`src/rtl/ced_pkg.sv`:
```
`timescale 1ns / 1ps
// ----------------------------------------------------------------------------
// ced_pkg: shared types and helpers for the C escape decoder
// Parse phase codes, the result group that travels from the decoder to the
// output buffer, and byte classification functions.
// ----------------------------------------------------------------------------
package ced_pkg;

  localparam int MaxResults = 3;
  localparam int CntW       = $clog2(MaxResults + 1);

  localparam logic [7:0] ChBackslash = 8'h5C;
  localparam logic [7:0] ChLowerX    = 8'h78;

  typedef enum logic [5:0] {
    PH_PLAIN = 6'b000001,
    PH_ESC   = 6'b000010,
    PH_OCT1  = 6'b000100,
    PH_OCT2  = 6'b001000,
    PH_HEX0  = 6'b010000,
    PH_HEX1  = 6'b100000
  } ced_phase_t;

  // Up to three result bytes produced by one input transaction.
  typedef struct packed {
    logic [MaxResults-1:0][7:0] bytes;
    logic [CntW-1:0]            cnt;
    logic                       last;
  } ced_group_t;

  typedef struct packed {
    logic       ok;
    logic [3:0] val;
  } ced_hex_t;

  function automatic logic is_oct(input logic [7:0] b);
    return b inside {[8'h30:8'h37]};
  endfunction

  function automatic ced_hex_t hex_val(input logic [7:0] b);
    ced_hex_t h;
    h.ok  = 1'b1;
    h.val = 4'd0;
    if (b inside {[8'h30:8'h39]}) begin
      h.val = 4'(b - 8'h30);
    end else if (b inside {[8'h61:8'h66]}) begin
      h.val = 4'(b - 8'h61 + 8'd10);
    end else if (b inside {[8'h41:8'h46]}) begin
      h.val = 4'(b - 8'h41 + 8'd10);
    end else begin
      h.ok = 1'b0;
    end
    return h;
  endfunction

  function automatic logic [7:0] map_escape(input logic [7:0] b);
    logic [7:0] r;
    case (b)
      8'h61:   r = 8'd7;   // a
      8'h62:   r = 8'd8;   // b
      8'h66:   r = 8'd12;  // f
      8'h6E:   r = 8'd10;  // n
      8'h72:   r = 8'd13;  // r
      8'h74:   r = 8'd9;   // t
      8'h76:   r = 8'd11;  // v
      default: r = b;
    endcase
    return r;
  endfunction

endpackage

```
`src/rtl/ced_in_if.sv`:
```
`timescale 1ns / 1ps
// ----------------------------------------------------------------------------
// ced_in_if: escaped text input channel
// valid/ready handshake carrying one text byte and an end-of-string flag.
// ----------------------------------------------------------------------------
interface ced_in_if;
  logic       valid;
  logic       ready;
  logic [7:0] in_byte;
  logic       in_end;

  modport source (output valid, output in_byte, output in_end, input ready);
  modport sink   (input valid, input in_byte, input in_end, output ready);
endinterface

```
`src/rtl/ced_out_if.sv`:
```
`timescale 1ns / 1ps
// ----------------------------------------------------------------------------
// ced_out_if: unescaped text output channel
// valid/ready handshake carrying one result byte and an end-of-string flag.
// ----------------------------------------------------------------------------
interface ced_out_if;
  logic       valid;
  logic       ready;
  logic [7:0] out_byte;
  logic       out_end;

  modport source (output valid, output out_byte, output out_end, input ready);
  modport sink   (input valid, input out_byte, input out_end, output ready);
endinterface

```
`src/rtl/ced_decode.sv`:
```
`timescale 1ns / 1ps
// ----------------------------------------------------------------------------
// ced_decode: escape parser
// Holds the parse phase and the pending digit value, and turns one input
// byte into a group of zero to three result bytes.
// ----------------------------------------------------------------------------
module ced_decode
  import ced_pkg::*;
(
  input  logic       clk,
  input  logic       rst,
  input  logic       take,
  input  logic [7:0] in_byte,
  input  logic       in_end,
  output ced_group_t grp
);

  ced_phase_t phase, phase_next;
  logic [7:0] pend, pend_next;

  always_comb begin
    logic [MaxResults-1:0][7:0] bytes;
    logic [CntW-1:0]            n;
    logic                       do_plain;
    logic [7:0]                 v;
    ced_hex_t                   hv;

    bytes      = '0;
    n          = '0;
    do_plain   = 1'b0;
    phase_next = PH_PLAIN;
    pend_next  = pend;
    hv         = hex_val(in_byte);
    v          = {pend[4:0], 3'b000} + {5'd0, in_byte[2:0]};

    case (phase)
      PH_ESC: begin
        if (is_oct(in_byte)) begin
          pend_next = {5'd0, in_byte[2:0]};
          if (in_end) begin
            bytes[n] = {5'd0, in_byte[2:0]};
            n = n + 1'b1;
          end else begin
            phase_next = PH_OCT1;
          end
        end else if (in_byte == ChLowerX) begin
          if (in_end) begin
            bytes[n] = ChBackslash;
            n = n + 1'b1;
            bytes[n] = ChLowerX;
            n = n + 1'b1;
          end else begin
            phase_next = PH_HEX0;
          end
        end else begin
          bytes[n] = map_escape(in_byte);
          n = n + 1'b1;
        end
      end
      PH_OCT1: begin
        if (is_oct(in_byte)) begin
          // third digit allowed only while the value still fits in 8 bits
          if (v <= 8'd31 && !in_end) begin
            pend_next  = v;
            phase_next = PH_OCT2;
          end else begin
            bytes[n] = v;
            n = n + 1'b1;
          end
        end else begin
          bytes[n] = pend;
          n = n + 1'b1;
          do_plain = 1'b1;
        end
      end
      PH_OCT2: begin
        if (is_oct(in_byte)) begin
          bytes[n] = v;
          n = n + 1'b1;
        end else begin
          bytes[n] = pend;
          n = n + 1'b1;
          do_plain = 1'b1;
        end
      end
      PH_HEX0: begin
        if (hv.ok) begin
          pend_next = {4'd0, hv.val};
          if (in_end) begin
            bytes[n] = {4'd0, hv.val};
            n = n + 1'b1;
          end else begin
            phase_next = PH_HEX1;
          end
        end else begin
          bytes[n] = ChBackslash;
          n = n + 1'b1;
          bytes[n] = ChLowerX;
          n = n + 1'b1;
          do_plain = 1'b1;
        end
      end
      PH_HEX1: begin
        if (hv.ok) begin
          bytes[n] = {pend[3:0], hv.val};
          n = n + 1'b1;
        end else begin
          bytes[n] = pend;
          n = n + 1'b1;
          do_plain = 1'b1;
        end
      end
      default: do_plain = 1'b1;
    endcase

    // terminating byte is reprocessed as plain text
    if (do_plain) begin
      if (in_byte == ChBackslash && !in_end) begin
        phase_next = PH_ESC;
      end else begin
        bytes[n] = in_byte;
        n = n + 1'b1;
      end
    end

    if (phase_next == PH_PLAIN) pend_next = '0;
    if (in_end) begin
      phase_next = PH_PLAIN;
      pend_next  = '0;
    end

    grp.bytes = bytes;
    grp.cnt   = n;
    grp.last  = in_end;
  end

  always_ff @(posedge clk) begin
    if (rst) begin
      phase <= PH_PLAIN;
      pend  <= '0;
    end else if (take) begin
      phase <= phase_next;
      pend  <= pend_next;
    end
  end

endmodule

```
`src/rtl/ced_emit.sv`:
```
`timescale 1ns / 1ps
// ----------------------------------------------------------------------------
// ced_emit: result buffer
// Registers one result group and hands its bytes out one per transaction.
// ----------------------------------------------------------------------------
module ced_emit
  import ced_pkg::*;
(
  input  logic       clk,
  input  logic       rst,
  input  logic       load,
  input  ced_group_t grp,
  output logic       room,
  output logic       valid,
  input  logic       ready,
  output logic [7:0] out_byte,
  output logic       out_end
);

  logic [MaxResults-1:0][7:0] bytes;
  logic [CntW-1:0]            cnt;
  logic                       last;

  assign valid    = (cnt != '0);
  assign out_byte = bytes[0];
  assign out_end  = last && (cnt == CntW'(1));
  // free now, or the final byte leaves this cycle
  assign room     = (cnt == '0) || ((cnt == CntW'(1)) && ready);

  always_ff @(posedge clk) begin
    if (rst) begin
      cnt <= '0;
    end else if (load) begin
      cnt <= grp.cnt;
    end else if (valid && ready) begin
      cnt <= cnt - 1'b1;
    end
  end

  always_ff @(posedge clk) begin
    if (load) begin
      bytes <= grp.bytes;
      last  <= grp.last;
    end else if (valid && ready) begin
      bytes <= {8'd0, bytes[MaxResults-1:1]};
    end
  end

endmodule

```
`src/rtl/c_escape_decoder_top.sv`:
```
`timescale 1ns / 1ps
// ----------------------------------------------------------------------------
// c_escape_decoder_top: streaming C string unescaper
// Parser plus result buffer between an escaped-text and a plain-text channel.
// ----------------------------------------------------------------------------
// Accepts one escaped text byte per cycle while the result buffer has room,
// and presents its unescaped bytes on the output channel from the cycle after
// acceptance. An input transaction that yields zero or one byte does not hold
// the input, so ordinary text streams at one byte per clock while the receiver
// is ready; one that yields more (up to three, e.g. a dangling \x followed by
// a plain byte) holds the input until the single output port, draining the
// three-byte result buffer, passes its final byte. out_end marks the last byte
// produced for an input byte that carried in_end; any escape still open at end of string is flushed then.
module c_escape_decoder_top
  import ced_pkg::*;
(
  input logic clk,
  input logic rst,
  ced_in_if.sink    din,
  ced_out_if.source dout
);

  ced_group_t grp;
  logic       room;
  logic       take;

  // no transaction is taken while in reset
  assign din.ready = room && !rst;
  assign take      = din.valid && room && !rst;

  ced_decode u_decode (
    .clk     (clk),
    .rst     (rst),
    .take    (take),
    .in_byte (din.in_byte),
    .in_end  (din.in_end),
    .grp     (grp)
  );

  ced_emit u_emit (
    .clk      (clk),
    .rst      (rst),
    .load     (take),
    .grp      (grp),
    .room     (room),
    .valid    (dout.valid),
    .ready    (dout.ready),
    .out_byte (dout.out_byte),
    .out_end  (dout.out_end)
  );

endmodule

```
`src/flat_wrapper.sv`:
```
// flat-port wrapper written by rule: the top's interface ports become plain ports
module c_escape_decoder_top_flat import ced_pkg::*;
  (clk, rst, din_valid, din_in_byte, din_in_end, din_ready, dout_valid, dout_out_byte, dout_out_end, dout_ready);
  ced_in_if din_i ();
  ced_out_if dout_i ();
  input logic clk;
  input logic rst;
  input wire logic [$bits(din_i.valid)-1:0] din_valid;
  input wire logic [$bits(din_i.in_byte)-1:0] din_in_byte;
  input wire logic [$bits(din_i.in_end)-1:0] din_in_end;
  output wire logic [$bits(din_i.ready)-1:0] din_ready;
  output wire logic [$bits(dout_i.valid)-1:0] dout_valid;
  output wire logic [$bits(dout_i.out_byte)-1:0] dout_out_byte;
  output wire logic [$bits(dout_i.out_end)-1:0] dout_out_end;
  input wire logic [$bits(dout_i.ready)-1:0] dout_ready;
  assign din_i.valid = din_valid;
  assign din_i.in_byte = din_in_byte;
  assign din_i.in_end = din_in_end;
  assign din_ready = din_i.ready;
  assign dout_valid = dout_i.valid;
  assign dout_out_byte = dout_i.out_byte;
  assign dout_out_end = dout_i.out_end;
  assign dout_i.ready = dout_ready;
  c_escape_decoder_top u_core (.clk(clk), .rst(rst), .din(din_i), .dout(dout_i));
endmodule
```
`config.mk`:
```
export PLATFORM = sky130hd
export DESIGN_NAME = c_escape_decoder_top_flat
export DESIGN_NICKNAME = d
export VERILOG_FILES = /design/src/rtl/ced_pkg.sv /design/src/rtl/ced_in_if.sv /design/src/rtl/ced_out_if.sv /design/src/rtl/ced_decode.sv /design/src/rtl/ced_emit.sv /design/src/rtl/c_escape_decoder_top.sv /design/src/flat_wrapper.sv
export SDC_FILE = /design/constraint.sdc
export NUM_CORES = 1
export LEC_CHECK = 0
export ABC_AREA = 0
export BUFFER_PORTS_ARGS = -buffer_cell sky130_fd_sc_hd__buf_2
export CORE_MARGIN = 3
export CORE_UTILIZATION = 55
export DETAILED_ROUTE_END_ITERATION = 10
export GPL_TIMING_DRIVEN = 0
export PLACE_DENSITY = 0.77
export SETUP_SLACK_MARGIN = 0.15
export SLEW_MARGIN = 5
export SYNTH_ARGS = -nofsm -noshare
export SYNTH_HDL_FRONTEND = slang
export SYNTH_SLANG_ARGS = --single-unit
```
`constraint.sdc`:
```
create_clock -name clk -period 3.6 [get_ports clk]
set_input_delay 0.72 -clock clk [delete_from_list [all_inputs] [get_ports clk]]
set_output_delay 0.72 -clock clk [all_outputs]
set_load 0.005 [all_outputs]
```
* After elaboration in Yosys (flattened, before gate mapping) *
Cells that the tools add are included.

cells by class
  $lt $le $gt $ge = 10
  divide/modulo/power cells = 0
  multiplexer cells = 63
  $mul = 0
  add/sub/neg operators = 8
  shift-type cells = 0
  equality and inequality tests = 20
  bitwise logic cells = 0
  reductions and logical operators = 24

operators with widths
  kind                   number
  $mux W8                15
  $mux W24               4
  $eq A8 B7 Y1 const B   9
  $pmux W8 S7            1
  $pmux W8 S5            1
  $mux W6                6
  $bwmux W24             1
  $mux W4                6
  $pmux W8 S3            1
  $pmux W6 S3            1
  $demux W8 S2           1
  $ge A8 B7 Y1 const B   2
  $le A8 B6 Y1 const B   2
  $le A8 B7 Y1 const B   2
  $mux W2                8
  $ne A4 B4 Y1 const B   4
  $pmux W8 S2            1
  $mux W15               1
  $mux W7                2
  $logic_and A1 B1 Y1    13
  $sub A4 B1 Y4 const B  3
  $mux W5                2
  $add A4 B4 Y4 const B  2
  $add A8 B3 Y8          1
  other kinds (24)       36

storage, ports and cells
  latch bits = 0
  output and inout port bits = 11
  memories kept = 0
  register bits after elaboration = 41
  bits in read-only memories = 0
  input bits = 13
  bits in writable memories = 0
  logic and storage cells = 132

* Longest topological paths before layout *
  depth after elaboration = 15
  mapped depth = 16
  gate-level depth less buffers = 14

* By module *
A second synthesis with hierarchy kept.

second synthesis, totals
  cell total of the unflattened synthesis = 350
  area, all modules = 3,235.6 um^2

by module, submodules not included
  module                area each (um^2)  seq. area each (um^2)  cells an instance  instances
  ced_decode            1,994.4           280.3                  268                1
  ced_emit              1,226.2           790.8                  80                 1
  c_escape_decoder_top  15.0              0.0                    2                  1

* Worst setup path before layout *
Ideal clock, no wire load.

  path type = input port to flip-flop
  start = input din_in_byte[0]
  end = register u_core.u_emit.bytes (netlist bit u_core.u_emit.out_byte[7]), data pin
  path slack = -0.151 ns
  stages = 15
  arrival time = 3.619 ns
  path buffers = 2
  library setup time = 0.132 ns
  required time = 3.468 ns
  cells stage by stage = clkbuf_1 inv_1 ha_1 clkbuf_1 nor4b_1 or4_4 and3_4 nor2_1 a2111oi_2 ha_1 nand2_1 a31oi_1 o21ai_0 nor2_1 a221o_1

on the way
  cells in the longest elaborated chain, start to end = 15
  elaborated cells between the ends (all ways) = 53
  classes of those cells = 1 x add/sub; 10 x order compare; 9 x eq/ne; 26 x mux; 7 x reduce/logical

RTL lines
  element                                                                 RTL line           source
  from (decl)                                                             flat_wrapper.sv:9  input wire logic [$bits(din_i.in_byte)-1:0] din_in_byte;
  parallel branches: the longest is 13 deep, another holds $add A8 B3 Y8  --
  $mux W24 *                                                              ced_decode.sv:117  if (do_plain) begin
  $mux W24 *                                                              ced_emit.sv:41     if (load) begin
  to (signal assigned)                                                    ced_emit.sv:42     bytes <= grp.bytes;
  to (signal assigned)                                                    ced_emit.sv:45     bytes <= {8'd0, bytes[MaxResults-1:1]};
  to (decl)                                                               ced_emit.sv:20     logic [MaxResults-1:0][7:0] bytes;

Every way passes the cells marked *.
A chain may end at the register's enable or synchronous reset.

* Final worst setup path *
  start = input din_in_byte[0]
  end = register u_core.u_emit.bytes[11] (netlist bit), data pin

Same word-level chain as after synthesis.

==> impl_metrics.toml <==
[outcome]
outcome = "finished, final reports clean"

[sta]
maxSlewHeadroom_pct = 38.0
setup_slack_ns = 0.249
fmax_mhz = 298
rsz0062_at_grt = "false"
min_period_over_period_pct = 93.1
finalMaxSlewViolations = 0
hold_viol_final = 0
period_needed_ns = 3.35
clock_skew_ns = 0.00870
setup_viol = 0
worst_pin_slew_ns = 0.928
hold_ws_ns = 0.498
fin_setup_tns_ns = 0

[min_path]
hold_path.startpoint = "u_core.u_decode.pend[6]"
holdCritPathClass = "reg -> reg"

[global_route]
busiest_layer = "met2"
met3_usage_pct = 5.15
grt_max_degree = 25
met2_usage_pct = 45.7
use_met1_pct = 41.6
gr-total-overflow = 0
antenna_found_initial = 0
grt_use_total_pct = 29.3
grt_pass1_vias = 2906
grt_pass1_wl_mm = 14.9

[synth]
async_flop_share_pct = 0
ys_types = 70
netlist_area_mm2 = 0.00315
synth_edf_count = 25
yosysWarnings = 0
ys_seq_area_share_pct = 34.0
avgSynthCellArea_um2 = 8.54
syn_nets = 391
ys.flop_type = "edfxtp_1"
syn_inst = 369
ys_seq_elements = 41

[detailed_routing]
wl_per_cell_um = 19.5
dr_total_vias = 3158
final_antenna_net_count = 0
routed_wl_mm = 9.22
dr.pass1.iters = 5
viasPerCell = 6.68
drc = 0
drt_iter0_drc = 474

[placed_design]
dp_slack_ns = -0.361
place.gp.congestion = 1.01
port_buffers = 21
dpl.hpwl_mm = 6.86
dp.cells = 460

[clock_network]
cts_buffer_depth = 2
cts_tree = "done"
clockRootBuffer = "clkbuf_8"
cts.sinks = 41
htree_levels = 2
numCtsBuffers = 5
clk_latency_ns = 0.30
cts.reportedPaths.clkPinSlew_ns = 0.08

[floorplanning]
die_area_mm2 = 0.00667
boundaryPins = 24
rows = 26
initial_utilization_pct = 59.1
core_area_mm2 = 0.00534
die-width_um = 81.7
dieHeight_um = 81.7

[critical_path]
crit_type = "in -> reg"
cp.required_ns = 3.65
worstPathArrival_ns = 3.40
cp-end-kind = "flop"
start_kind = "input pin"
crit_path_start = "din_in_byte[0]"
reg2reg_from = "u_core.u_emit.cnt[0]"
crit_path_max_fanout = 10

[cells_and_area]
most-common-layout-cells = "nand2_1 (34), edfxtp_1 (25), nand3_1 (23), a21oi_1 (23), nor2_1 (22)"
drive_above_1_share_pct = 20.1
final_common_cell = "nand2_1"
area_delta_synth_final_pct = 14.1
n_fill_cell = 447
antenna_cells = 0
nets = 424
multi_input_area_mm2 = 0.00197
regArea_mm2 = 0.00107
fin_cells = 473

[job]
max_cap_violations = 0

[power]
power-per-cell-area_mw_per_mm2 = 323
irDropWorstVdd_uv = 179
power_leakage_nw = 1.36
## cell families (layout without fill, tap and decap cells)
family,after synthesis,count (layout),share of synthesized area (%)
compound gates,115,115,26.4
mux,11,11,3.73
flops,41,41,34.0
fa+ha+maj,9,9,3.57
buf+inv,46,80,6.91
simple gates,143,143,24.3
xor+xnor,4,4,1.11
## repair_timing
action | in CTS | in global routing
buffers inserted | 5 | 0
endpoints found under the setup margin | 12 | 16
pin swaps | 8 | 4
cloned | 0 | 0
hold buffers | 0 | 0
resized for setup | 10 | 10
## path summary, 6_finish.rpt
check,cells past startpoint,endpoint,slack (ns)
worst min-delay path,1,u_core.u_decode.pend[6],0.50
worst max register to register,8,u_core.u_emit.bytes[8],0.58
worst max-delay path,15,u_core.u_emit.bytes[11],0.25
worst min register to register,1,u_core.u_decode.pend[6],0.50
## critical path: stages
cell and delay, ns:
buf_2 0.12, clkbuf_8 0.16, inv_4 0.09, ha_1 0.16, buf_6 0.13, nor4b_4 0.23
a2111o_1 0.18, and3_4 0.21, nor2_4 0.05, a2111oi_4 0.38, buf_4 0.19, inv_1 0.06
ha_1 0.22, a211o_1 0.33, o221a_2 0.15
## Yosys cell counts (3+ instances only)
library cell	instances	area share (%)
a211o_1	3	0.83
o2111ai_1	7	1.9
o211ai_1	5	1.2
inv_1	15	1.8
nor2_1	24	2.9
o221a_2	4	1.4
dfxtp_1	16	10
a31oi_1	5	0.99
buf_4	8	1.9
a21oi_1	23	3.7
and3_1	10	2.0
edfxtp_1	25	24
nand2_1	35	4.2
a221oi_1	3	0.83
o21ai_0	22	3.5
clkbuf_1	19	2.3
ha_1	9	3.6
nand2b_1	3	0.60
or3b_2	3	0.83
a221o_1	5	1.6
mux2i_1	8	2.5
nand3_1	24	3.8
nand3b_1	4	0.95
and2_1	10	2.0
a21boi_0	3	0.71
nand4_1	3	0.60
o22ai_1	8	1.6
o31ai_1	3	0.71
nor3_1	7	1.1
xnor2_1	3	0.83
## metal layers
layer / up-vias / part of all wire, %
li1: 1467 / -
met1: 1469 / 43
met2: 188 / 45
met3: 34 / 9.3
met4: 0 / 2.8
met5: - / 0
## metrics by stage
stage | util, % | power, mW | instance area, um2
2_1_floorplan | - | 0.770 | 3200
3_3_place_gp | 63.6 | 0.852 | 3390
3_5_place_dp | 63.6 | 0.858 | 3390
4_1_cts | 66.7 | 1.15 | 3560
5_1_grt | 67.4 | 1.21 | 3590
6_report | 67.4 | 1.16 | 3590
## sequential cells by signal, indices dropped and copies added, names as in the netlist
| signal | flops |
|---|---|
| u_core.u_emit.bytes | 16 |
| u_core.u_emit.out_byte | 8 |
| u_core.u_emit.cnt | 2 |
| u_core.u_emit.last | 1 |
| u_core.u_decode.phase | 6 |
| u_core.u_decode.pend | 8 |
## layout make-up
| type | instances | share of cell area, % |
|---|---|---|
| multi-input cells | 282 | 54.7 |
| flip-flops and latches | 41 | 29.8 |
| plain buffers | 30 | 4.91 |
| repair buffers | 26 | 4.04 |
| well taps | 70 | 2.44 |
| clock buffers | 5 | 1.91 |
| inverters | 16 | 1.74 |
| clock inverters | 3 | 0.487 |
## power breakdown
group | switching (mW) | leakage (nW) | internal (mW)
registers | 0.0192 | 0.370 | 0.568
clock network | 0.167 | 0.0439 | 0.134
logic | 0.160 | 0.948 | 0.111
Note: power is estimated with default switching activity, not from simulation.
